===== src/hw/rtl/psnd_pkg.sv =====
// ----------------------------------------------------------------------------
// Point-segment distance package
// Widths, region codes and the records that travel down the cell chains.
// ----------------------------------------------------------------------------
package psnd_pkg;

  localparam int unsigned CoordW   = 32;
  localparam int unsigned DiffW    = CoordW + 1;
  localparam int unsigned ProdW    = 2 * DiffW;
  localparam int unsigned SumW     = ProdW + 1;
  localparam int unsigned UBits    = 24;
  localparam int unsigned MinW     = 32;
  localparam int unsigned RadW     = SumW + 1;
  localparam int unsigned RootBits = RadW / 2;
  localparam int unsigned RootRemW = RootBits + 3;
  localparam int unsigned DistW    = CoordW + 1;
  localparam int unsigned Latency  = 10 + UBits + RootBits;

  localparam logic [MinW-1:0] MinSqReset = 32'd4295;

  typedef enum logic [1:0] {
    RegionInterior = 2'd0,
    RegionStart    = 2'd1,
    RegionEnd      = 2'd2,
    RegionDegen    = 2'd3
  } region_e;

  // Record of one request in the division chain
  typedef struct packed {
    logic signed [CoordW-1:0] qx;
    logic signed [CoordW-1:0] qy;
    logic signed [CoordW-1:0] sx;
    logic signed [CoordW-1:0] sy;
    logic signed [CoordW-1:0] ex;
    logic signed [CoordW-1:0] ey;
    logic signed [DiffW-1:0]  dx;
    logic signed [DiffW-1:0]  dy;
    region_e                  region;
    logic [SumW-1:0]          len;
    logic [SumW-1:0]          rem;
    logic [UBits-1:0]         u;
  } div_t;

  // Record of one request in the square-root chain
  typedef struct packed {
    logic signed [CoordW-1:0] nx;
    logic signed [CoordW-1:0] ny;
    region_e                  region;
    logic [RadW-1:0]          rad;
    logic [RootRemW-1:0]      rem;
    logic [RootBits-1:0]      root;
  } root_t;

endpackage


===== src/hw/rtl/psnd_div_cell.sv =====
// ----------------------------------------------------------------------------
// Division cell
// One restoring step of the projection quotient, registered.
// ----------------------------------------------------------------------------
module psnd_div_cell import psnd_pkg::*; (
  input  logic clk_i,
  input  logic rst_ni,
  input  logic valid_i,
  input  div_t data_i,
  output logic valid_o,
  output div_t data_o
);

  logic          valid_q;
  div_t          data_d, data_q;
  logic [SumW:0] shifted;
  logic [SumW:0] diff;

  // Shift in one quotient bit, subtract when the divisor fits
  always_comb begin
    shifted = {data_i.rem, 1'b0};
    diff    = shifted - {1'b0, data_i.len};
    data_d  = data_i;
    if (shifted >= {1'b0, data_i.len}) begin
      data_d.rem = diff[SumW-1:0];
      data_d.u   = {data_i.u[UBits-2:0], 1'b1};
    end else begin
      data_d.rem = shifted[SumW-1:0];
      data_d.u   = {data_i.u[UBits-2:0], 1'b0};
    end
  end

  always_ff @(posedge clk_i or negedge rst_ni) begin
    if (!rst_ni) begin
      valid_q <= 1'b0;
    end else begin
      valid_q <= valid_i;
    end
  end

  always_ff @(posedge clk_i) begin
    data_q <= data_d;
  end

  assign valid_o = valid_q;
  assign data_o  = data_q;

endmodule


===== config.mk =====
export PLATFORM = sky130hd
export DESIGN_NAME = psnd_div_cell
export DESIGN_NICKNAME = d
export VERILOG_FILES = /design/src/hw/rtl/psnd_pkg.sv /design/src/hw/rtl/psnd_div_cell.sv
export SDC_FILE = /design/constraint.sdc
export NUM_CORES = 1
export LEC_CHECK = 0
export BUFFER_PORTS_ARGS = -buffer_cell sky130_fd_sc_hd__buf_2
export CORE_AREA = 2 2 327 329
export CTS_CLUSTER_DIAMETER = 40
export DETAILED_ROUTE_END_ITERATION = 10
export DIE_AREA = 0 0 329 331
export HOLD_SLACK_MARGIN = 0.12
export PLACE_DENSITY_LB_ADDON = 0.3
export SLEW_MARGIN = 20
export SYNTH_ARGS = -nofsm -noshare
export SYNTH_HDL_FRONTEND = slang
export SYNTH_SLANG_ARGS = --single-unit
export TNS_END_PERCENT = 5

===== constraint.sdc =====
create_clock -name clk_i -period 0.8 [get_ports clk_i]
set_input_delay 0.08 -clock clk_i [delete_from_list [all_inputs] [get_ports clk_i]]
set_output_delay 0.08 -clock clk_i [all_outputs]
set_load 0.1 [all_outputs]

### Word-level counts from Yosys, hierarchy flattened

Index checks and enable logic that the tools add are counted.

* $add $sub $neg: 1
* $lt $le $gt $ge: 1
* muxes and demuxes: 1

Operators with widths (count)
* 91-bit two-way mux: 1
* 68-bit by 67-bit >= comparator with 1-bit output: 1
* 67-bit subtractor: 1

* bits in registers: 419
* input bits: 421
* output and inout bits: 419

### Logic depth before layout (Yosys ltp)

* word-level depth: 2
* gate-level depth with buffers: 14
* gate-level depth less buffers: 12

### Least setup slack after synthesis

Ideal clock, no wire load.

* path kind: input port to flip-flop
* start point: input port data_i[118] in the netlist's numbering
* end point: register data_q, in the netlist data_o[59]
* library setup time: 0.121 ns
* arrival: 2.771 ns
* required time: 0.679 ns
* setup slack: -2.092 ns
* stages on the path: 13
* path buffers: 2
* cell sequence: inv_1 > ha_1 > buf_2 > nand4_1 > or4_1 > or4_1 > o31ai_1 > a21oi_1 > o21ai_1 > a21oi_2 > buf_6 > inv_1 > mux2_2

RTL lines
* start: declaration: RTL line psnd_div_cell.sv:9 `input div_t data_i,`
* end signal: assignment: RTL line psnd_div_cell.sv:42 `data_q <= data_d;`
* end: declaration: RTL line psnd_div_cell.sv:15 `div_t data_d, data_q;`

==> run summary <==
Final-report hold violation count = 47
Mean post-synth cell area = 10.6 um^2
Fillers = 10,090
Max Cap Viol = 0
NetSw = 34,600 uW
Switching share of power = 34.5%
Netlist cell types = 54
Sequential area share after synthesis = 62.4%
Core Area = 105,000 um^2
Die Y-Extent = 331 um
Int Pwr = 65,600 uW
Crit path top cell by count = a211o_1
Final min period = 2270 ps
Max-slew violations = 0
Reg clk slew, reported paths = 50 ps
Rel. slew slack = 63.9%
Max Root-Sink Buffers = 3
Via count = 16,966
Clock sinks = 419
H-tree Lvls = 3
Ports = 840
Crit-path leading delay family = compound AO/OA/AOI/OAI gates
Seq cells post-synth = 419
Final Util = 38.5%
Final HPWL DP = 79,700 um
Final instance area = 40,400 um^2
Post-Route WL = 101,000 um
Initial drt markers = 563
Grt ovf = 0
Synth warn = 0
Port buffer count = 838
Area leader, netlist = dfxtp_1
Fmax = 0.441 GHz
Global Route Usage Sum = 17.6%
Startpoint Class = input pin
CP endpoint kind = register
Failing checks = hold timing, setup timing
WP depth = 13
Sum of negative setup slack = -281,750 ps
ANT nets after route = 0
RSZ-0062 raised after global routing = yes
CP bufs+invs = 4
WL/cell = 21.7 um
Worst min path class = input pin to register
CTS Root Cell = clkbuf_16
Final setup margin = -1470 ps
Clk network pwr share = 42.7%
Combinational fraction of design power = 32.7%
Worst slew pin tran = 539 ps
Top post-synthesis cells by area = dfxtp_1 62%, ha_1 6.2%, o21ai_0 3.9%, a21oi_1 3.5%, nand2_1 3.4%
Count leader, synth = dfxtp_1
Synth Net Count = 1,753
Post-synth top cells = 418 x dfxtp_1, 121 x nand2_1, 105 x o21ai_0, 94 x a21oi_1, 84 x inv_1
Type of the worst setup path = input pin to register
Mapped Cells = 1,264
# setup viols final = 523
Static Leak = 0.0180 uW
Vias in the first global route = 17,799
Post-synth ARST share = 0.239%
Initial antenna violation count = 44
Max FO, Critical Path = 9
Largest net degree at the start of global routing = 39
Pwr dens = 2480 nW/um^2
TritonCTS clock tree = built
Nets@finish = 3,663
Number of enable flip-flop cells after synthesis = 0
Yosys top cell area share = 62.3%
Worst VDD drop = 1.79 mV
Hold WS = -466 ps
CP max stage delay = 360 ps
CP Cell Sequence = buf_2, inv_2, ha_4, buf_4, a21oi_1, o21ai_1, a21oi_2, nor2_1, a211o_1, a211o_1, a21oi_4, buf_12, mux2_4
Pre-CTS setup slack = -2450 ps
Seq pwr share = 24.5%
Cell area after synthesis = 13,400 um^2
DRT Pass-1 Iters = 5
Layout area overhead = 200%
Global-route wire length before repair = 134,000 um
Status = finished, violations left
Cell Rows = 119
Layout cell share with drive strength beyond 1 = 59.8%
Hold path cells = 1
Synth Flop Type = dfxtp_1
Initial Utilization = 12.8%
Horiz. Die Dim = 329 um
Total CTS buffers = 92
Fin crit share = 284%
Slowest stage cell, crit path = a211o_1
Gpl congestion = 0.839
DRC viols = 0
Critical Path AT = 2790 ps
Die area = 109,000 um^2
WP data required = 1320 ps
Cell Area, Placed = 28,100 um^2
Via-per-instance ratio = 3.64
[power by group through the flow]
| stage | sequential (uW) | clock (uW) | combinational, uW |
|---|---|---|---|
| 2_1_floorplan | 36100 | 0 | 3550 |
| 3_3_place_gp | 24600 | 0 | 28400 |
| 5_1_grt | 24700 | 44900 | 34000 |
| 3_5_place_dp | 24600 | 0 | 28500 |
| 6_report | 24600 | 42800 | 32800 |
| 4_1_cts | 24400 | 43900 | 32100 |
[cells in the final DEF, fill, tap and decap left out, types with 34 or more instances in the layout]
master	count
dlygate4sd3_1	667
buf_12	424
dfxtp_2	405
buf_2	396
buf_4	325
clkbuf_16	96
nand2_1	90
a21oi_1	70
inv_1	64
nor2_1	51
o21ai_0	44
o21ai_1	41
ha_1	34
[final cells by class]
type	count	area, um^2	area share, %
Clock inverter	61	1000	2.48
Sequential cell	419	8930	22.1
Clock buffer	112	2510	6.21
Antenna cell	15	37.5	0.0929
Timing Repair Buffer	1857	20200	50.1
Tap cell	1391	1740	4.31
Inverter	84	348	0.861
Multi-Input combinational cell	720	5590	13.8
[registers in the layout, summed over array words and instances, names as in the netlist]
signal,flops
data_o,418
valid_o,1
[timing repair]
item,CTS,global route
gates resized for setup,422,293
pin swaps,25,36
hold buffers,624,43
gates cloned,5,4
setup endpoints to repair,487,493
buffers inserted,20,13
hold endpoints to repair,419,83
[through the flow]
| step | total power [uW] | instances |
|---|---|---|
| after floorplan | 39700 | 1264 |
| final | 100000 | 4659 |
| after detailed placement | 53100 | 3762 |
| after global placement | 53000 | 3762 |
| after CTS | 100000 | 4584 |
| after global routing | 104000 | 4650 |
[path summary, 6_finish.rpt]
check                             from         end  slack (ps)
max in group asynchronous       rst_ni     valid_o         390
worst min-delay path        data_i[98]  data_o[98]        -470
worst max-delay path       data_i[112]  data_o[47]       -1470
min in group asynchronous       rst_ni     valid_o         300
[routing by layer]
| layer | part of all wire, % | global-route usage (%) | vias to the layer above |
|---|---|---|---|
| met4 | 4.1 | 6.81 | 30 |
| met3 | 9.5 | 7.84 | 185 |
| met2 | 50 | 30.6 | 636 |
| met5 | 0.19 | 0 | - |
| met1 | 37 | 18.5 | 7913 |
| li1 | - | - | 8202 |
[cells by family after synthesis]
kind of cell / synth area share, %
xor gates and xnor gates: 3.91
buffers and inverters: 3.64
adders and majority gates: 6.39
DFF: 62.4
AOI/OAI and AO/OA: 13.6
muxes: 0.400
and+or+nand+nor: 9.63
Note: power is estimated with default switching activity, not from simulation.
