`src/hw/rtl/psnd_pkg.sv`:
```
// ----------------------------------------------------------------------------
// Point-segment distance package
// Widths, region codes and the records that travel down the cell chains.
// ----------------------------------------------------------------------------
package psnd_pkg;

  localparam int unsigned CoordW   = 32;
  localparam int unsigned DiffW    = CoordW + 1;
  localparam int unsigned ProdW    = 2 * DiffW;
  localparam int unsigned SumW     = ProdW + 1;
  localparam int unsigned UBits    = 24;
  localparam int unsigned MinW     = 32;
  localparam int unsigned RadW     = SumW + 1;
  localparam int unsigned RootBits = RadW / 2;
  localparam int unsigned RootRemW = RootBits + 3;
  localparam int unsigned DistW    = CoordW + 1;
  localparam int unsigned Latency  = 10 + UBits + RootBits;

  localparam logic [MinW-1:0] MinSqReset = 32'd4295;

  typedef enum logic [1:0] {
    RegionInterior = 2'd0,
    RegionStart    = 2'd1,
    RegionEnd      = 2'd2,
    RegionDegen    = 2'd3
  } region_e;

  // Record of one request in the division chain
  typedef struct packed {
    logic signed [CoordW-1:0] qx;
    logic signed [CoordW-1:0] qy;
    logic signed [CoordW-1:0] sx;
    logic signed [CoordW-1:0] sy;
    logic signed [CoordW-1:0] ex;
    logic signed [CoordW-1:0] ey;
    logic signed [DiffW-1:0]  dx;
    logic signed [DiffW-1:0]  dy;
    region_e                  region;
    logic [SumW-1:0]          len;
    logic [SumW-1:0]          rem;
    logic [UBits-1:0]         u;
  } div_t;

  // Record of one request in the square-root chain
  typedef struct packed {
    logic signed [CoordW-1:0] nx;
    logic signed [CoordW-1:0] ny;
    region_e                  region;
    logic [RadW-1:0]          rad;
    logic [RootRemW-1:0]      rem;
    logic [RootBits-1:0]      root;
  } root_t;

endpackage

```
`src/hw/rtl/psnd_root_cell.sv`:
```
// ----------------------------------------------------------------------------
// Square-root cell
// One digit-by-digit step of the integer square root, registered.
// ----------------------------------------------------------------------------
module psnd_root_cell import psnd_pkg::*; (
  input  logic  clk_i,
  input  logic  rst_ni,
  input  logic  valid_i,
  input  root_t data_i,
  output logic  valid_o,
  output root_t data_o
);

  logic                valid_q;
  root_t               data_d, data_q;
  logic [RootRemW-1:0] cur;
  logic [RootRemW-1:0] trial;

  // Bring down two radicand bits and try the next root bit
  always_comb begin
    cur    = {data_i.rem[RootRemW-3:0], data_i.rad[RadW-1 -: 2]};
    trial  = {1'b0, data_i.root, 2'b01};
    data_d = data_i;
    data_d.rad = {data_i.rad[RadW-3:0], 2'b00};
    if (cur >= trial) begin
      data_d.rem  = cur - trial;
      data_d.root = {data_i.root[RootBits-2:0], 1'b1};
    end else begin
      data_d.rem  = cur;
      data_d.root = {data_i.root[RootBits-2:0], 1'b0};
    end
  end

  always_ff @(posedge clk_i or negedge rst_ni) begin
    if (!rst_ni) begin
      valid_q <= 1'b0;
    end else begin
      valid_q <= valid_i;
    end
  end

  always_ff @(posedge clk_i) begin
    data_q <= data_d;
  end

  assign valid_o = valid_q;
  assign data_o  = data_q;

endmodule

```
`config.mk`:
```
export PLATFORM = sky130hd
export DESIGN_NAME = psnd_root_cell
export DESIGN_NICKNAME = d
export VERILOG_FILES = /design/src/hw/rtl/psnd_pkg.sv /design/src/hw/rtl/psnd_root_cell.sv
export SDC_FILE = /design/constraint.sdc
export NUM_CORES = 1
export LEC_CHECK = 0
export BUFFER_PORTS_ARGS = -buffer_cell sky130_fd_sc_hd__buf_4
export CORE_AREA = 2 2 162 164
export CTS_CLUSTER_SIZE = 24
export DETAILED_ROUTE_END_ITERATION = 10
export DIE_AREA = 0 0 164 166
export GPL_TIMING_DRIVEN = 0
export SKIP_CTS_REPAIR_TIMING = 1
export SYNTH_ARGS = -nofsm -noshare
export SYNTH_HDL_FRONTEND = slang
export SYNTH_SLANG_ARGS = --single-unit
```
`constraint.sdc`:
```
create_clock -name clk_i -period 0.8 [get_ports clk_i]
set_input_delay 0.08 -clock clk_i [delete_from_list [all_inputs] [get_ports clk_i]]
set_output_delay 0.08 -clock clk_i [all_outputs]
set_load 0.05 [all_outputs]
```
# Word-level counts from Yosys, hierarchy flattened
# Index checks and enable logic that the tools add are counted.
totals:
  word_cells: 10
  rom_bits: 0
  latch_bits: 0
  output_inout_bits: 206
  in_bits: 208
  mem_count: 0
  register_bits: 204
  ramBits: 0
classes:
  magnitude_cmp: 1
  eq_ne: 0
  n_mux: 1
  n_shift: 0
  div_mod_pow: 0
  bitwise: 0
  reduce_logical: 0
  addsub: 1
  multipliers: 0
ops:
  columns: ["cell", "n"]
  rows:
  - ["$mux W71", 1]
  - ["$ge A37 B36 Y1", 1]
  - ["$sub A37 B36 Y37", 1]

# Logic depth before layout (Yosys ltp)
# Gate-level depths: netlist of the first run.
depth:
  ltp_word: 2
  ltp_mapped: 12
  depth_no_buf: 10

# Worst setup path before layout of the first run
# Ideal clock, no wire load.
synth_path:
  path_kind: "input -> register"
  start: "in data_i[1] (netlist name)"
  end: "reg data_q, in the netlist data_o[57]"
  setup_time_ns: 0.125
  t_required_ns: 0.675
  n_path_buf: 1
  t_arrival_ns: 2.168
  setup_slack_ns: -1.493
  path_stages: 11
  cell_sequence: "inv_1 > ha_1 > o21a_1 > o22a_2 > a211oi_2 > nor4_1 > or3_1 > buf_2 > and4_4 > o31ai_1 > o21ai_1"
synth_lines:
  columns: ["item", "line_no", "source"]
  rows:
  - ["start, declared", "psnd_root_cell.sv:9", "input root_t data_i,"]
  - ["end signal, assigned", "psnd_root_cell.sv:43", "data_q <= data_d;"]
  - ["end, declared", "psnd_root_cell.sv:15", "root_t data_d, data_q;"]

==> metrics.cfg, run 1 <==
[clock_network]
clk_path_buf_depth=3
clkTransAtPathRegs_ns=0.06
htreeDepth=1
tritoncts=done
numCtsBuffers=24
cts_root_buf=clkbuf_16
clock-sinks=204

[route]
dr.pass1.iters=4
ant_nets=0
met1_length_um=13000
routed.top_layer=met5
met2WireLength_um=16000
dr_wl_met3_um=2590
drt_iter0_markers=312
routed_wl_um=33000
viasPerCell=4.38
via_count=7194
wl_per_cell_um=20.1
drcViolationCount=0

[sta]
final.period_utilization_pct=255
grt_setup_unrepaired=true
setup_violations=242
max_clock_freq_ghz=0.491
final-max-slew-violation-count=0
min_period_ns=2.04
holdWs_ns=-0.323
setup_slack_ns=-1.24
hold_violations=2

[pwr]
ir_drop_uv=1840
power_leakage_nw=6.99
p_per_area_nw_per_um2=2130

[die]
ios=414
core_area_sq_um=25600
die_y_um=166
die_w_um=164
die_area_sq_um=27200
start_util_pct=26.3
num_rows=59

[yosys]
yosys_most_used_dff=dfxtp_1
syn-cell-area_sq_um=6730
synth-edff-count=0
syn_area_per_cell_sq_um=10.7
yosys-top-cells-area=dfxtp_1 (60%), ha_1 (6.7%), a21oi_1 (4.5%)
async_flop_share_pct=0.490
synth_top_area_share_pct=60.4
synth-seq-cells=204
yosysWarnings=0
yosysTopAreaCell=dfxtp_1
netlist_instances=627
yosysUniqueCellTypes=56
seq_area_frac_synth_pct=60.7

[final_layout]
drive_above_1_share_pct=61.0
finalNonFillerCells=1642
fin_nets=1524
area_growth_pct=131
fillers=1953

[critical_path]
critPathRequiredTime_ns=1.19
cp-end-kind=flip-flop
critPathArrivalTime_ns=2.42
crit_path_start_kind=input pin
critPathMaxStageDelay_ns=0.40
cp_max_fo=4
crit_type=in -> reg
crit_chain=buf_8 -> inv_8 -> ha_4 -> or3_1 -> o22a_2 -> a211oi_4 -> o21ba_4 -> o31a_1 -> nor3b_2 -> nor4_1 -> o32ai_2
worst_path_max_delay_cell=nor4_1

[grt]
overflow=0
antenna_found_initial=12
grt_pass1_wl_um=38700
grt_pass1_vias=6202
track_usage_pct=19.2
grt_max_degree=14

[placement]
pre_cts_slack_ns=-1.99
dpl.cell_count=1372
port-buffer-count=409
place_hpwl_um=22600
gp_routability_congestion=0.883

[hold_path]
hold_class=in -> reg

[run_status]
status=finished with violations
violations=hold timing, setup timing

[run]
drv_cap=0

area by class of cell:
| cell class | count | area [sq um] | area share (%) |
|---|---|---|---|
| flip-flops and latches | 204 | 4340 | 27.9 |
| diodes | 10 | 25.0 | 0.161 |
| well taps | 335 | 419 | 2.69 |
| multi-input cells | 353 | 2940 | 18.9 |
| inverters | 49 | 206 | 1.33 |
| repair buffers | 626 | 6590 | 42.3 |
| plain buffers | 22 | 264 | 1.70 |
| clock buffers | 34 | 688 | 4.42 |
| clock inverters | 9 | 95.1 | 0.611 |
per-layer routing:
| layer | track usage (%) | vias to the layer above |
|---|---|---|
| li1 | - | 3462 |
| met1 | 22.9 | 3362 |
| met2 | 31.8 | 294 |
| met3 | 7.67 | 72 |
| met4 | 5.49 | 4 |
| met5 | 0 | - |
registers in the layout (all words and copies together), names as in the netlist:
name	flops
data_o	203
valid_o	1
worst max-delay path: cells and delay by family:
family | cells | cell delay [ns]
buffers and inverters | 2 | 0.11
adder cells (fa/ha/maj) | 1 | 0.14
AO/OA/AOI/OAI | 5 | 1.25
AND/OR/NAND/NOR | 3 | 0.84
where the power goes:
group / internal [mW] / total [mW] / switching, mW
clock network: 6.34 / 10.9 / 4.51
registers: 11.2 / 11.7 / 0.537
logic: 4.89 / 10.6 / 5.75
placed cells by master, fill, tap and decap left out, types with 12 or more instances in the layout:
cell type,n
dfxtp_2,201
buf_4,216
nand2_1,22
o21ai_0,12
xnor2_1,18
clkbuf_16,24
inv_1,40
a21oi_2,27
dlygate4sd3_1,204
ha_1,18
ha_4,15
buf_8,152
o21a_1,13
a21oi_1,33
buf_6,61
nor2_1,37
a21o_1,19
synth_stat cells, drive strengths merged, types with 2 or more instances:
| cell | n |
|---|---|
| or2 | 3 |
| nand2 | 24 |
| inv | 49 |
| o21a | 13 |
| a211oi | 3 |
| o211ai | 4 |
| mux2 | 4 |
| o2bb2ai | 3 |
| nand3 | 7 |
| a21oi | 61 |
| and3 | 8 |
| and2 | 2 |
| clkbuf | 9 |
| nor2b | 2 |
| nor4 | 3 |
| a21o | 19 |
| nor2 | 48 |
| or3 | 6 |
| o21ai | 18 |
| nor3 | 11 |
| buf | 13 |
| a221oi | 2 |
| o221ai | 2 |
| a31oi | 4 |
| o31ai | 2 |
| nand4 | 9 |
| dfxtp | 203 |
| o21bai | 6 |
| ha | 36 |
| xnor2 | 20 |
| o311ai | 2 |
| xor2 | 11 |
stage by stage:
step	power, mW	instance area, sq um	TNS [ns]	hold slack [ns]	utilization [%]
after floorplan	16.9	7270	-43.73	-0.216	-
after global placement	19.8	10800	-71.08	-0.145	42.0
after detailed placement	19.8	10800	-70.53	-0.144	42.0
after CTS	30.7	11500	-118.97	-0.710	45.1
after global routing	34.4	15600	-106.45	-0.340	60.8
final	33.2	15600	-97.46	-0.323	60.8
worst paths after layout:
| check | start | end | slack, ns | depth (start not counted) |
|---|---|---|---|---|
| worst max-delay path | data_i[1] | data_o[69] | -1.24 | 11 |
| worst min-delay path | data_i[1] | data_o[2] | -0.32 | 1 |
| max in group asynchronous | rst_ni | valid_o | 0.27 | 3 |
| min in group asynchronous | rst_ni | valid_o | 0.43 | 3 |
logic make-up (layout without fill, tap and decap cells):
kind of cell,count (synthesis),after routing,synth area share (%)
fa+ha+maj,36,36,6.69
flops,204,204,60.7
simple gates,127,127,8.90
xor+xnor,31,31,4.03
compound gates,152,152,14.5
other cells,1,12,0.0557
mux,5,5,0.818
buf+inv,71,740,4.26
No activity file was read; power rests on OpenSTA's default activity.
==> run 2: changes to the inputs <==
Clock period 0.8 ns to 1.7 ns, I/O delays scaled along.
==> metrics.cfg, run 2 (same netlist as run 1, synthesis figures left out) <==
[grt]
grt_pass1_vias=6202  ; unchanged
track_usage_pct=19.2  ; unchanged
grt_pass1_wl_um=38700  ; unchanged
antenna_found_initial=9  ; -3
grt_max_degree=14  ; unchanged
overflow=0  ; unchanged

[pwr]
p_per_area_nw_per_um2=1070  ; -50%
p_seq_share_pct=35.7  ; +0.4 points
p_int_mw=9.99  ; -55%
switching_share_pct=32.7  ; +0.24 points
power_leakage_nw=6.51  ; -6.8%
p_comb_share_pct=30.3  ; -1.7 points
finalPower_mw=14.9  ; -55%
clock_power_share_pct=34.0  ; +1.3 points
ir_drop_uv=794  ; -57%
switchingPower_mw=4.86  ; -55%

[die]
die_area_sq_um=27200  ; unchanged
start_util_pct=26.3  ; unchanged
ios=414  ; unchanged
die_y_um=166  ; unchanged
core_area_sq_um=25600  ; unchanged
die_w_um=164  ; unchanged
num_rows=59  ; unchanged

[clock_network]
numCtsBuffers=24  ; unchanged
clkTransAtPathRegs_ns=0.06  ; about the same
clock-sinks=204  ; unchanged
cts_root_buf=clkbuf_16
clk_path_buf_depth=3  ; unchanged
htreeDepth=1  ; unchanged
tritoncts=done

[route]
dr.pass1.iters=4  ; unchanged
via_count=7057  ; -1.9%
routed_wl_um=30600  ; -7.0%
viasPerCell=4.31  ; -1.6%
drcViolationCount=0  ; unchanged
wl_per_cell_um=18.7  ; -6.7%
ant_nets=0  ; unchanged
drt_iter0_markers=277  ; -11%

[placement]
gp_routability_congestion=0.883  ; unchanged
postPlaceCellArea_sq_um=10800  ; unchanged
place_hpwl_um=22600  ; unchanged
port-buffer-count=409  ; unchanged

[critical_path]
cp-end-kind=flip-flop
crit_chain=buf_8 -> inv_8 -> ha_4 -> or3_1 -> o22a_2 -> a211oi_4 -> o21ba_4 -> o31a_1 -> nor3b_2 -> nor4_1 -> o32ai_2
worst_path_max_delay_cell=a211oi_4
crit_path_start_kind=input pin
critPathRequiredTime_ns=2.09  ; +0.90 ns
crit_type=in -> reg
critPathArrivalTime_ns=2.46  ; +0.04 ns
critPathMaxStageDelay_ns=0.38  ; -0.02 ns
cp_max_fo=4  ; unchanged

[final_layout]
mostFrequentLayoutCell=buf_4
largest_register_ffs=203  ; unchanged
final_cell_area_sq_um=13900  ; -10%
final_cell_mix=buf_4 (420), dfxtp_1 (203), dlygate4sd3_1 (203)
fin_nets=1523  ; -0.066%
seq_area_sq_um=4090  ; -5.9%
area_growth_pct=107
fillers=2205  ; +13%
multi_input_area_sq_um=2950  ; about the same
fin_util_pct=54.4  ; -6.4 points
drive_above_1_share_pct=45.5  ; -15 points

[sta]
final.period_utilization_pct=122
setup_violations=38  ; -84%
holdWs_ns=-0.230  ; +0.0927 ns
min_period_ns=2.07
grt_setup_unrepaired=true
max_clock_freq_ghz=0.483
final-max-slew-violation-count=0  ; unchanged
setup_slack_ns=-0.368  ; +0.868 ns
hold_violations=1  ; -1

[run_status]
status=finished with violations
violations=hold timing, setup timing

[run]
drv_cap=0  ; unchanged

[hold_path]
hold_class=in -> reg

## run 2: cell types whose count changed in the layout (fill, tap and decap cells not counted), sizes merged
| cell | previous run | this run |
|---|---|---|
| diode | 10 | 6 |
| dlygate4sd3 | 204 | 203 |
## run 2: critical path, delay by kind of cell
kind                       cells  cell delay, ns
AOI/OAI and AO/OA              5            1.25
and+or+nand+nor                3            0.78
adders and majority gates      1            0.14
buffers and inverters          2            0.12
## run 2: worst paths after layout
check	start	endpoint	slack, ns	cells past startpoint
setup / recovery	data_i[1]	data_o[69]	-0.37	11
hold / removal	data_i[1]	data_o[2]	-0.23	1
max in group asynchronous	rst_ni	valid_o	1.12	3
min in group asynchronous	rst_ni	valid_o	0.48	3
## run 2: cell type report
cell class / instances / share of cell area (%)
buffer: 22 / 1.89
clock buffer: 34 / 4.93
antenna: 6 / 0.108
tap: 335 / 3.01
inverter: 49 / 1.48
timing repair buffer: 625 / 37.5
multi-input combinational: 353 / 21.1
clock inverter: 9 / 0.682
sequential: 204 / 29.3
## run 2: power by group through the flow
stage          logic [mW]  clock network [mW]  registers (mW)
2_1_floorplan        1.13                   0            6.81
3_3_place_gp         3.93                   0            5.39
3_5_place_dp         3.94                   0            5.40
4_1_cts              3.95                5.19            5.30
5_1_grt              4.73                5.35            5.34
6_report             4.50                5.05            5.30
## run 2: metrics by stage
step                std cells  worst slack [ns]  hold slack (ns)  TNS, ns
floorplan                 628            -0.448           -0.126   -12.95
global placement         1372             -1.21          -0.0550   -40.30
detailed placement       1372             -1.18          -0.0538   -39.75
CTS                      1415            -0.661           -0.620   -19.08
global route             1636            -0.469           -0.249   -11.93
finish                   1637            -0.368           -0.230    -8.74
## run 2: metal layers
layer | track usage (%) | vias to the layer above | share of wire (%)
li1 | - | 3459 | -
met3 | 7.67 | 54 | 7.9
met2 | 31.8 | 263 | 48
met4 | 5.49 | 6 | 2.9
met1 | 22.9 | 3275 | 41
met5 | 0 | - | 0.13
